**src/hdl/gld_pkg.sv**
```systemverilog
// Shared types and constants of the GIF LZW decoder.
package gld_pkg;

	localparam int BufBits  = 24;
	localparam int FillBits = 5;
	localparam int CntBits  = 24;

	localparam logic [1:0] CMD_PUSH    = 2'd0;
	localparam logic [1:0] CMD_PULL    = 2'd1;
	localparam logic [1:0] CMD_RESTART = 2'd2;
	localparam logic [1:0] CMD_UNUSED  = 2'd3;

	localparam logic [2:0] ST_PIXEL   = 3'd0;
	localparam logic [2:0] ST_TAKEN   = 3'd1;
	localparam logic [2:0] ST_FULL    = 3'd2;
	localparam logic [2:0] ST_NEED    = 3'd3;
	localparam logic [2:0] ST_END     = 3'd4;
	localparam logic [2:0] ST_FRAME   = 3'd5;
	localparam logic [2:0] ST_RESTART = 3'd6;

	localparam logic [0:0] REG_MIN_CODE = 1'd0;
	localparam logic [0:0] REG_PIX_CNT  = 1'd1;

	typedef struct packed {
		logic [1:0] cmd;
		logic [7:0] data_byte;
	} gld_in_t;

	typedef struct packed {
		logic [7:0] pixel_index;
		logic [2:0] status;
		logic       error_flag;
		logic       last_pixel;
	} gld_out_t;

	typedef enum logic [3:0] {
		S_IDLE,
		S_DECIDE,
		S_CODE,
		S_WALK_RD,
		S_WALK,
		S_ADD,
		S_POP_RD,
		S_POP,
		S_DONE
	} gld_state_t;

endpackage

```
**src/hdl/gld_regs.sv**
```systemverilog
// Configuration register file with APB-style access.
module gld_regs import gld_pkg::*; (
	input  logic        clk,
	input  logic        arst_n,
	input  logic        psel,
	input  logic        penable,
	input  logic        pwrite,
	input  logic [2:2]  paddr,
	input  logic [31:0] pwdata,
	output logic [31:0] prdata,
	output logic        pready,
	output logic [3:0]  min_bits,
	output logic [CntBits-1:0] pixel_count
);

	logic [3:0]         min_q;
	logic [CntBits-1:0] cnt_q;

	assign pready = 1'b1;
	assign min_bits = min_q;
	assign pixel_count = cnt_q;

	always_ff @(posedge clk or negedge arst_n) begin
		if (!arst_n) begin
			min_q <= 4'd8;
			cnt_q <= 24'd65536;
		end else if (psel && penable && pwrite) begin
			unique case (paddr[2])
				REG_MIN_CODE: min_q <= pwdata[3:0];
				REG_PIX_CNT:  cnt_q <= pwdata[CntBits-1:0];
				default: ;
			endcase
		end
	end

	always_comb begin
		unique case (paddr[2])
			REG_MIN_CODE: prdata = {28'd0, min_q};
			REG_PIX_CNT:  prdata = {8'd0, cnt_q};
			default:      prdata = '0;
		endcase
	end

endmodule

```
**config.mk**
```make
export PLATFORM = sky130hd
export DESIGN_NAME = gld_regs
export DESIGN_NICKNAME = d
export VERILOG_FILES = /design/src/hdl/gld_pkg.sv /design/src/hdl/gld_regs.sv
export SDC_FILE = /design/constraint.sdc
export NUM_CORES = 1
export LEC_CHECK = 0
export BUFFER_PORTS_ARGS = -buffer_cell sky130_fd_sc_hd__buf_2
export CORE_MARGIN = 1.5
export CORE_UTILIZATION = 37
export DETAILED_ROUTE_END_ITERATION = 8
export GPL_ROUTABILITY_DRIVEN = 0
export PLACE_DENSITY_LB_ADDON = 0.3
export SLEW_MARGIN = 20
export SYNTH_ARGS = -nofsm -noshare
export SYNTH_HDL_FRONTEND = slang
export SYNTH_SLANG_ARGS = --single-unit
```
**constraint.sdc**
```tcl
create_clock -name clk -period 0.8 [get_ports clk]
set_input_delay 0.12 -clock clk [delete_from_list [all_inputs] [get_ports clk]]
set_output_delay 0.12 -clock clk [all_outputs]
set_load 0.005 [all_outputs]
```
### After elaboration in Yosys (flattened, before gate mapping)

Cells that the tools add are included.

* $add $sub $neg: 0
* multipliers: 0
* divide/modulo/power cells: 0
* $lt $le $gt $ge: 0
* equal/unequal tests: 0
* shift-type cells: 0
* multiplexer cells: 1
* bitwise operators: 1
* reductions and logical operators: 4

Operators with widths (number)
* one-hot mux 32 bit (2 select lines): 1
* AND reduction 2 bit: 2
* logical AND 1 bit: 2
* NOT 1 bit: 1

* register bits: 28
* bits in latches: 0
* bits in writable memories: 0
* memory bits (read-only): 0
* input port bits: 38
* output and inout port bits: 61
* word-level logic and storage cells: 8
* memories kept: 0

### Logic depth before layout (Yosys ltp)

* word-level depth: 3
* mapped depth: 4
* mapped depth without buffers: 2

### Worst setup path before layout

No wires, ideal clock.

* kind: input -> register
* start point: input paddr
* end point: register cnt_q[0] (netlist: pixel_count[0])
* arrival time: 0.809 ns
* setup slack: -0.134 ns
* stages on the path: 4
* buffers on the path: 2
* path through: buf_6 -> nand4_4 -> buf_6 -> mux2_4

* longest elaborated chain between the ends: 1

RTL lines
* start, declared: RTL line gld_regs.sv:8 `input logic [2:2] paddr,`
* AND reduction 2 bit (no source line)
* end signal, assigned: RTL line gld_regs.sv:30 `REG_PIX_CNT: cnt_q <= pwdata[CntBits-1:0];`
* end, declared: RTL line gld_regs.sv:17 `logic [CntBits-1:0] cnt_q;`

Every way passes these cells.
A chain may end at the register's enable or synchronous reset.

### Worst setup path in the final report

* start point: register min_q[1] (netlist: min_bits[1])
* end point: output prdata[1]

* longest elaborated chain between the ends: 1

RTL lines
* start, declared: RTL line gld_regs.sv:16 `logic [3:0] min_q;`
* start signal, assigned: RTL line gld_regs.sv:29 `REG_MIN_CODE: min_q <= pwdata[3:0];`
* one-hot mux 32 bit (2 select lines): RTL line gld_regs.sv:37 `unique case (paddr[2])`
* end, declared: RTL line gld_regs.sv:10 `output logic [31:0] prdata,`

Every way passes these cells. The select of a mux whose other input is x is not followed.

==> impl_metrics.tcl <==
set metrics [dict create \
    status "complete, but fails checks" \
    violations "setup timing" \
    synth_top_area_share_pct 46.14 \
    clk_pin_slew_ns 0.10 \
    p_total_mw 5.415 \
    yosys.area.top_type "dfrtp_1" \
    dpl.hpwl_um 2494 \
    drtIter0Drc 24 \
    clk_latency_ns 0.27 \
    reg2reg_slack_ns -0.12 \
    crit_path_start_kind "flop" \
    antenna_found_initial 0 \
    final-setup-viol-count 75 \
    crit_type "flop to primary output" \
    core_um2 3661 \
    maxCapViolations 0 \
    syn_inst 98 \
    fin_nets 252 \
    p_clk_share_pct 20.3 \
    finalHoldViolations 0 \
    drc 0 \
    dieArea_um2 4191 \
    clock_skew_ns 0 \
    post-place-ws_ns -0.2740 \
    critPathSlowestCell "dfrtp_1" \
    grt_use_total_pct 17.56 \
    layout_min_cycle_time_ns 1.193 \
    tritoncts "built" \
    start_util_pct 38.52 \
    die_y_um 64.74 \
    rr_worst_depth 2 \
    holdPathStages 2 \
    die_w_um 64.74 \
    p_sw_share_pct 24.81 \
    synth_seq_cells 28 \
    period_share_pct 149.1 \
    setup_ws_ns -0.3931 \
    layout-drive-gt1-share_pct 74.18 \
    crit_buf_inv 1 \
    r2r_start "min_bits[1]" \
    min-delay-start "pwdata[15]" \
    whs_ns 0.07135 \
    power_frac_comb_pct 42.9 \
    hold_class "input port to flop" \
    fill_cells 281 \
    clockBufferDepth 2 \
    routedWlPerCell_um 13.82 \
    postRouteAntennaNets 0 \
    cp.arrival_ns 1.07 \
    crit_fanout 2 \
    slew_viol_final 0 \
    grt_pass1_vias 1140 \
    fp-row-count 22 \
    crit_required_ns 0.68 \
    syn_area_um2 1410 \
    cts_num_sinks 28 \
    overflow 0 \
    fin_tns_setup_ns -14.23 \
    most-common-layout-cells "buf_2 (65), buf_6 (38), mux2_4 (28)" \
    hold_end "pixel_count[15]" \
    grt_max_degree 17 \
    antenna_cells 0 \
    route.vias.total 1146 \
    power_density_nw_per_um2 2257 \
    numCtsBuffers 3 \
    cts-root-buf "clkbuf_8" \
    r2r_end "min_bits[1]" \
    pwr-share-seq_pct 36.8 \
    crit_chain "mux2_2, buf_2" \
    area_growth_syn_to_layout_pct 70.19 \
    routed_wl_um 3608 \
    dr.pass1.iters 4 \
    vdd_drop_max_mv 1.646 \
    final_common_cell "buf_2" \
    synth_warnings 0 \
    leakage_nw 1.335 \
    ios 99 \
    max_clock_freq_ghz 0.8382 \
    rsz0062_at_grt "yes" \
    crit_path_end_kind "primary output" \
    design_area_um2 2400 \
    vias_per_cell 4.391 \
    max_stage_delay_ns 0.41 \
    yosysUniqueCellTypes 11 \
    path_delay_family "flip-flops" \
    avgSynthCellArea_um2 14.39 \
    port_buffers 81 \
    synth_area_leaders "dfrtp_1 (46%), mux2_4 (21%), mux2_2 (9.6%)" \
    power_switching_mw 1.343 \
    internal_power_mw 4.072 \
    h-tree-depth 1 \
    placedInstanceArea_um2 1917 \
    seq_area_frac_synth_pct 49.87 \
    grt_pass1_wl_um 5630 \
]
## logic make-up (layout without fill, tap and decap cells)
| logic type | after synthesis | after routing | share of synthesized area [%] |
|---|---|---|---|
| buffers and inverters | 14 | 122 | 7.719 |
| multiplexers | 32 | 32 | 30.88 |
| AND/OR/NAND/NOR | 22 | 22 | 11.00 |
| flip-flops | 28 | 28 | 49.87 |
| other | 2 | 9 | 0.5326 |
## power by group through the flow
stage               combinational, mW  clock, mW  sequential (mW)
floorplan                       0.674          0             1.99
global placement                 1.40          0             1.98
detailed placement               1.43          0             1.99
CTS                              2.10       1.15             1.95
global route                     2.50       1.21             2.04
finish                           2.32       1.10             1.99
## worst register-to-register path, delay by kind of cell (launching register included)
family	cells	cell delay, ns
DFF	1	0.41
muxes	1	0.25
buffers and inverters	1	0.15
## registers in the layout, indices dropped and copies added, names as in the netlist
signal,flops
min_bits,4
pixel_count,24
## layout make-up
| class | count | area (um^2) | share of cell area (%) |
|---|---|---|---|
| clock buffer | 3 | 41.29 | 1.721 |
| clock inverter | 1 | 30.03 | 1.251 |
| multi-input combinational | 63 | 659.4 | 27.48 |
| sequential | 28 | 703.2 | 29.30 |
| tap | 48 | 60.06 | 2.503 |
| timing repair buffer | 118 | 905.9 | 37.75 |
## metal layers
layer | up-vias | part of all wire (%) | global-route usage (%)
met5 | - | 0 | 0
met1 | 552 | 39 | 20.27
li1 | 536 | - | -
met3 | 2 | 6.9 | 4.861
met4 | 0 | 0.47 | 3.191
met2 | 56 | 53 | 32.47
## stage by stage
stage          std cells  util (%)
2_1_floorplan        105         -
3_3_place_gp         231     52.36
3_5_place_dp         231     52.36
4_1_cts              258     62.41
5_1_grt              261     65.55
6_report             261     65.55
## worst max path at each step
stage / from / end / slack (ns) / cells after the start
final: min_bits[1] / prdata[1] / -0.39 / 2
after global routing: min_bits[1] / prdata[1] / -0.44 / 2
after CTS: min_bits[1] / prdata[1] / -0.40 / 2
after detailed placement: paddr / min_bits[2] / -0.27 / 3
after global placement: paddr / min_bits[2] / -0.22 / 3
after floorplan: paddr / min_bits[0] / -0.13 / 3
## cell usage after synthesis
library cell  count
nand4b_1          1
dfstp_2           2
buf_6             3
conb_1            2
nand4_4           1
mux2_4           20
dfrtp_1          26
clkbuf_1          2
mux2_2           12
and2_1           20
buf_4             9
## repair_timing
action / in CTS / in global routing
hold endpoints to repair: 16 / 0
cloned: 0 / 0
pin swaps: 20 / 0
resized for setup: 25 / 23
setup endpoints to repair: 54 / 74
hold buffers: 1 / 0
setup buffers: 22 / 7
(Power assumes the default switching activity.)
